==> src/tcpq_pkg.sv <==
// Shared types and constants of the two-class priority queue.
package tcpq_pkg;

    // Operation codes carried by the input transaction.
    localparam logic OP_PUSH = 1'b0;
    localparam logic OP_POP  = 1'b1;

    // Status codes of the result transaction.
    localparam logic [1:0] STATUS_DONE  = 2'd0;
    localparam logic [1:0] STATUS_FULL  = 2'd1;
    localparam logic [1:0] STATUS_EMPTY = 2'd2;

    // Reset value of the urgent threshold register.
    localparam logic signed [15:0] THRESHOLD_RESET = 16'sd1;

    // Contents of one queue cell.
    typedef struct packed {
        logic               valid;
        logic               urgent;
        logic signed [15:0] value;
    } entry_t;

    // Command broadcast to every cell of the chain.
    typedef struct packed {
        logic               push_en;
        logic               pop_en;
        logic               urgent;
        logic signed [15:0] value;
    } cmd_t;

endpackage

==> src/tcpq_cell.sv <==
// One cell of the queue chain: holds one entry and shifts toward either neighbor.
module tcpq_cell (
    input  logic            clk,
    input  logic            rst_n,
    input  tcpq_pkg::cmd_t  cmd,
    input  tcpq_pkg::entry_t prev_entry,
    input  tcpq_pkg::entry_t next_entry,
    output tcpq_pkg::entry_t entry
);

    logic               valid_reg;
    logic               valid_next;
    logic               urgent_reg;
    logic               urgent_next;
    logic signed [15:0] value_reg;
    logic signed [15:0] value_next;
    logic               take_new;
    logic               take_prev;

    // Insertion decisions made from this cell and its upstream neighbor only.
    // Urgent entries sit in one run at the front, so an urgent push lands in the
    // first cell that is not urgent, and every ordinary entry behind it moves down.
    always_comb
    begin
        if (cmd.urgent)
        begin
            take_new  = prev_entry.valid && prev_entry.urgent && !(valid_reg && urgent_reg);
            take_prev = prev_entry.valid && !prev_entry.urgent;
        end
        else
        begin
            take_new  = prev_entry.valid && !valid_reg;
            take_prev = 1'b0;
        end
    end

    // Next contents: a pop pulls from downstream, a push inserts or pushes down.
    always_comb
    begin
        valid_next  = valid_reg;
        urgent_next = urgent_reg;
        value_next  = value_reg;
        if (cmd.pop_en)
        begin
            valid_next  = next_entry.valid;
            urgent_next = next_entry.urgent;
            value_next  = next_entry.value;
        end
        else if (cmd.push_en && take_new)
        begin
            valid_next  = 1'b1;
            urgent_next = cmd.urgent;
            value_next  = cmd.value;
        end
        else if (cmd.push_en && take_prev)
        begin
            valid_next  = prev_entry.valid;
            urgent_next = prev_entry.urgent;
            value_next  = prev_entry.value;
        end
    end

    // Only the valid flag needs reset; the payload is ignored while invalid.
    always_ff @(posedge clk or negedge rst_n)
    begin
        if (!rst_n)
        begin
            valid_reg <= 1'b0;
        end
        else
        begin
            valid_reg <= valid_next;
        end
    end

    always_ff @(posedge clk)
    begin
        urgent_reg <= urgent_next;
        value_reg  <= value_next;
    end

    assign entry.valid  = valid_reg;
    assign entry.urgent = urgent_reg;
    assign entry.value  = value_reg;

endmodule

==> config.mk <==
export PLATFORM = sky130hd
export DESIGN_NAME = tcpq_cell
export DESIGN_NICKNAME = d
export VERILOG_FILES = /design/src/tcpq_pkg.sv /design/src/tcpq_cell.sv
export SDC_FILE = /design/constraint.sdc
export NUM_CORES = 1
export LEC_CHECK = 0
export ABC_CLOCK_PERIOD_IN_PS = 2190
export BUFFER_PORTS_ARGS = -buffer_cell sky130_fd_sc_hd__buf_2
export CAP_MARGIN = 0
export CORE_ASPECT_RATIO = 0.75
export CORE_MARGIN = 2
export CORE_UTILIZATION = 30
export CTS_BUF_LIST = sky130_fd_sc_hd__clkbuf_8
export DETAILED_ROUTE_END_ITERATION = 10
export GPL_TIMING_DRIVEN = 0
export MAX_ROUTING_LAYER = met4
export PLACE_DENSITY = 0.61
export SLEW_MARGIN = 20
export SYNTH_ARGS = -nofsm -noshare
export SYNTH_HDL_FRONTEND = slang
export SYNTH_SLANG_ARGS = --single-unit
==> constraint.sdc <==
create_clock -name clk -period 2.19 [get_ports clk]
set_clock_uncertainty 0.05 [all_clocks]
set_input_delay 0.438 -clock clk [delete_from_list [all_inputs] [get_ports clk]]
set_output_delay 0.438 -clock clk [all_outputs]
set_load 0.02 [all_outputs]
==> metrics.txt <==
status finished clean; Yosys top cell area share 0.400; post-synthesis sequential area ratio 0.420; final setup vio count 0; initial antenna violation count 0; worst path arrival time 1.78 ns; Core Area 0.00408 mm²; clock tree buffer depth 2; DRT Pass-1 Iters 4; Setup crit end kind register; Final nets 264; Die Wd 79.3 µm; synth warn 0; worst path required time 2.02 ns; Synth Area in Compound Gates 0.306; Hold Path Class input port to register; most frequent cells in the layout 76 x buf_2, 19 x nand2_1, 17 x inv_1, 17 x nor2b_1, 17 x edfxtp_1; DPL Wire Length 2690 µm; Tcrit/Tclk final 0.887; crit path max fanout 17; vias in the first global route 1163; Post-Synth Adder-Cell Area 0; initial DRC count 42; Power Total 925 µW; Final Max Slew Viols 0; Mapped Avg Cell Area 10.0 µm²; routability cong. 0.863; Syn Nets 184; # fillers 428; ratio of routed vias to standard cells 4.63; Routed WL per cell about 13 µm; post-synthesis xor/xnor area fraction 0; Clk Latency, worst-skew pair 0.25 ns; root buffer selected by CTS clkbuf_8; Peak VDD IR 194 µV; max reg flops 16; GR Util All Layers 0.150; total number of vias between 1k and 1.5k; max_slew headroom 0.514; Clock Sinks 18; Setup CP Type register to register; largest net degree at the start of global routing 18; main area contributors after synthesis edfxtp_1 40%, o311ai_2 13%, o2111ai_1 11%; I/O pins 75; share of layout cells above drive strength 1 0.461; Post-Syn Area 0.00128 mm²; LEAKAGE 0.793 nW; CTS tree built; Clock transition at path regs 0.07 ns; final hold violations 0; area growth from synthesis to final layout 38.7%; max cap viols 0; # diodes 0; Total Neg Setup Slack 0 ns; fin util 0.434; Yosys top cell by area edfxtp_1; Post-CTS Resized 0; clock period minus worst slack 1.94 ns; commonest non-fill, non-tap cell in the layout buf_2; Syn Inst Count approximately 130; Synth Area in Simple Gates 0.160; H-tree Lvls 1; largest family of logic cells by synthesized area compound AO/OA/AOI/OAI gates; RSZ-0062 raised after global routing false; height of the die 60.5 µm; DRC 0; wirelength, routed 3400 µm; grt ovf 0; synth unique cells 20; die area 0.00480 mm²; first-pass GRT wire length 5310 µm; Seq cells post-synth 18; post-synthesis mux area share 0; Rows 20; Pwr Density ~520 mW/mm²; IO Port Bufs 74; starting density of the core 0.313; startpoint types register; Tightest Pin Transition ~0.73 ns; Routed Antenna Nets 0; FMAX 0.515 GHz; Num CTS Buffers 3
-- power breakdown --
group | leakage [nW] | total, mW | switching, mW | internal, mW
combinational | 0.586 | 0.270 | 0.155 | 0.115
sequential | 0.184 | 0.428 | 0.00839 | 0.419
clock | 0.0231 | 0.228 | 0.104 | 0.124
-- through the flow --
step / worst slack, ns / hold slack, ns / area (µm²) / instances
final: 0.247 / 0.351 / 1770 / 261
after global routing: 0.112 / 0.358 / 1770 / 261
after CTS: 0.224 / 0.351 / 1770 / 261
after detailed placement: 0.00937 / 0.165 / 1720 / 256
after global placement: -0.0182 / 0.163 / 1720 / 256
after floorplan: 0.290 / 0.0924 / 1280 / 127
-- synthesized netlist by cell type --
master     instances
or3_1              1
clkbuf_1           8
nor2_1             2
buf_2              2
o311ai_1           6
nand2_1           19
buf_4              2
clkbuf_2           1
nor2b_1           17
inv_1             17
o31ai_1            1
nand2b_1           1
dfrtp_1            1
edfxtp_1          17
buf_6              2
o2111ai_1         16
o211a_4            1
o21ai_1            2
and2_1             1
o311ai_2          10
-- critical path: stages, from the launching register on --
cell and delay [ns]:
dfrtp_1 0.38, inv_1 0.15, o211a_4 0.32, or3_1 0.67
-- per-layer routing --
metal / track usage / wire [µm] / vias to the layer above
li1: - / - / 629
met1: 0.188 / 1640 / 528
met2: 0.254 / 1490 / 49
met3: 0.0342 / 247 / 2
met4: 0.0296 / 27 / 0
met5: - / 0 / -
-- final timing paths --
| check | start | end | slack, ns | cells after the start |
|---|---|---|---|---|
| worst max-delay path | valid_reg | value_reg[5] | 0.25 | 3 |
| worst max register to register | valid_reg | value_reg[5] | 0.25 | 3 |
| worst min register to register | valid_reg | valid_reg | 0.54 | 2 |
| min in group asynchronous | rst_n | valid_reg | 0.43 | 2 |
| max in group asynchronous | rst_n | valid_reg | 1.57 | 2 |
| worst min-delay path | next_entry[17] | valid_reg | 0.35 | 3 |
-- kinds of logic after synthesis --
group,Yosys count
AO/OA/AOI/OAI,36
AND/OR/NAND/NOR,41
buffers and inverters,32
flip-flops,18
-- layout make-up --
type	instances	area, µm²	area share
Buffer	15	82.6	0.0466
Clock buffer	3	41.3	0.0233
Clock inverter	1	3.75	0.00212
Inverter	17	63.8	0.0360
Multi-Input combinational cell	77	594	0.336
Sequential cell	18	536	0.302
Tap cell	55	68.8	0.0389
Timing Repair Buffer	75	380	0.215
-- repair_timing --
action,4_1_cts,5_1_grt
setup buffers,0,0
endpoints found under the hold margin,1,0
hold buffers,1,0
Note: power is estimated with default switching activity, not from simulation.
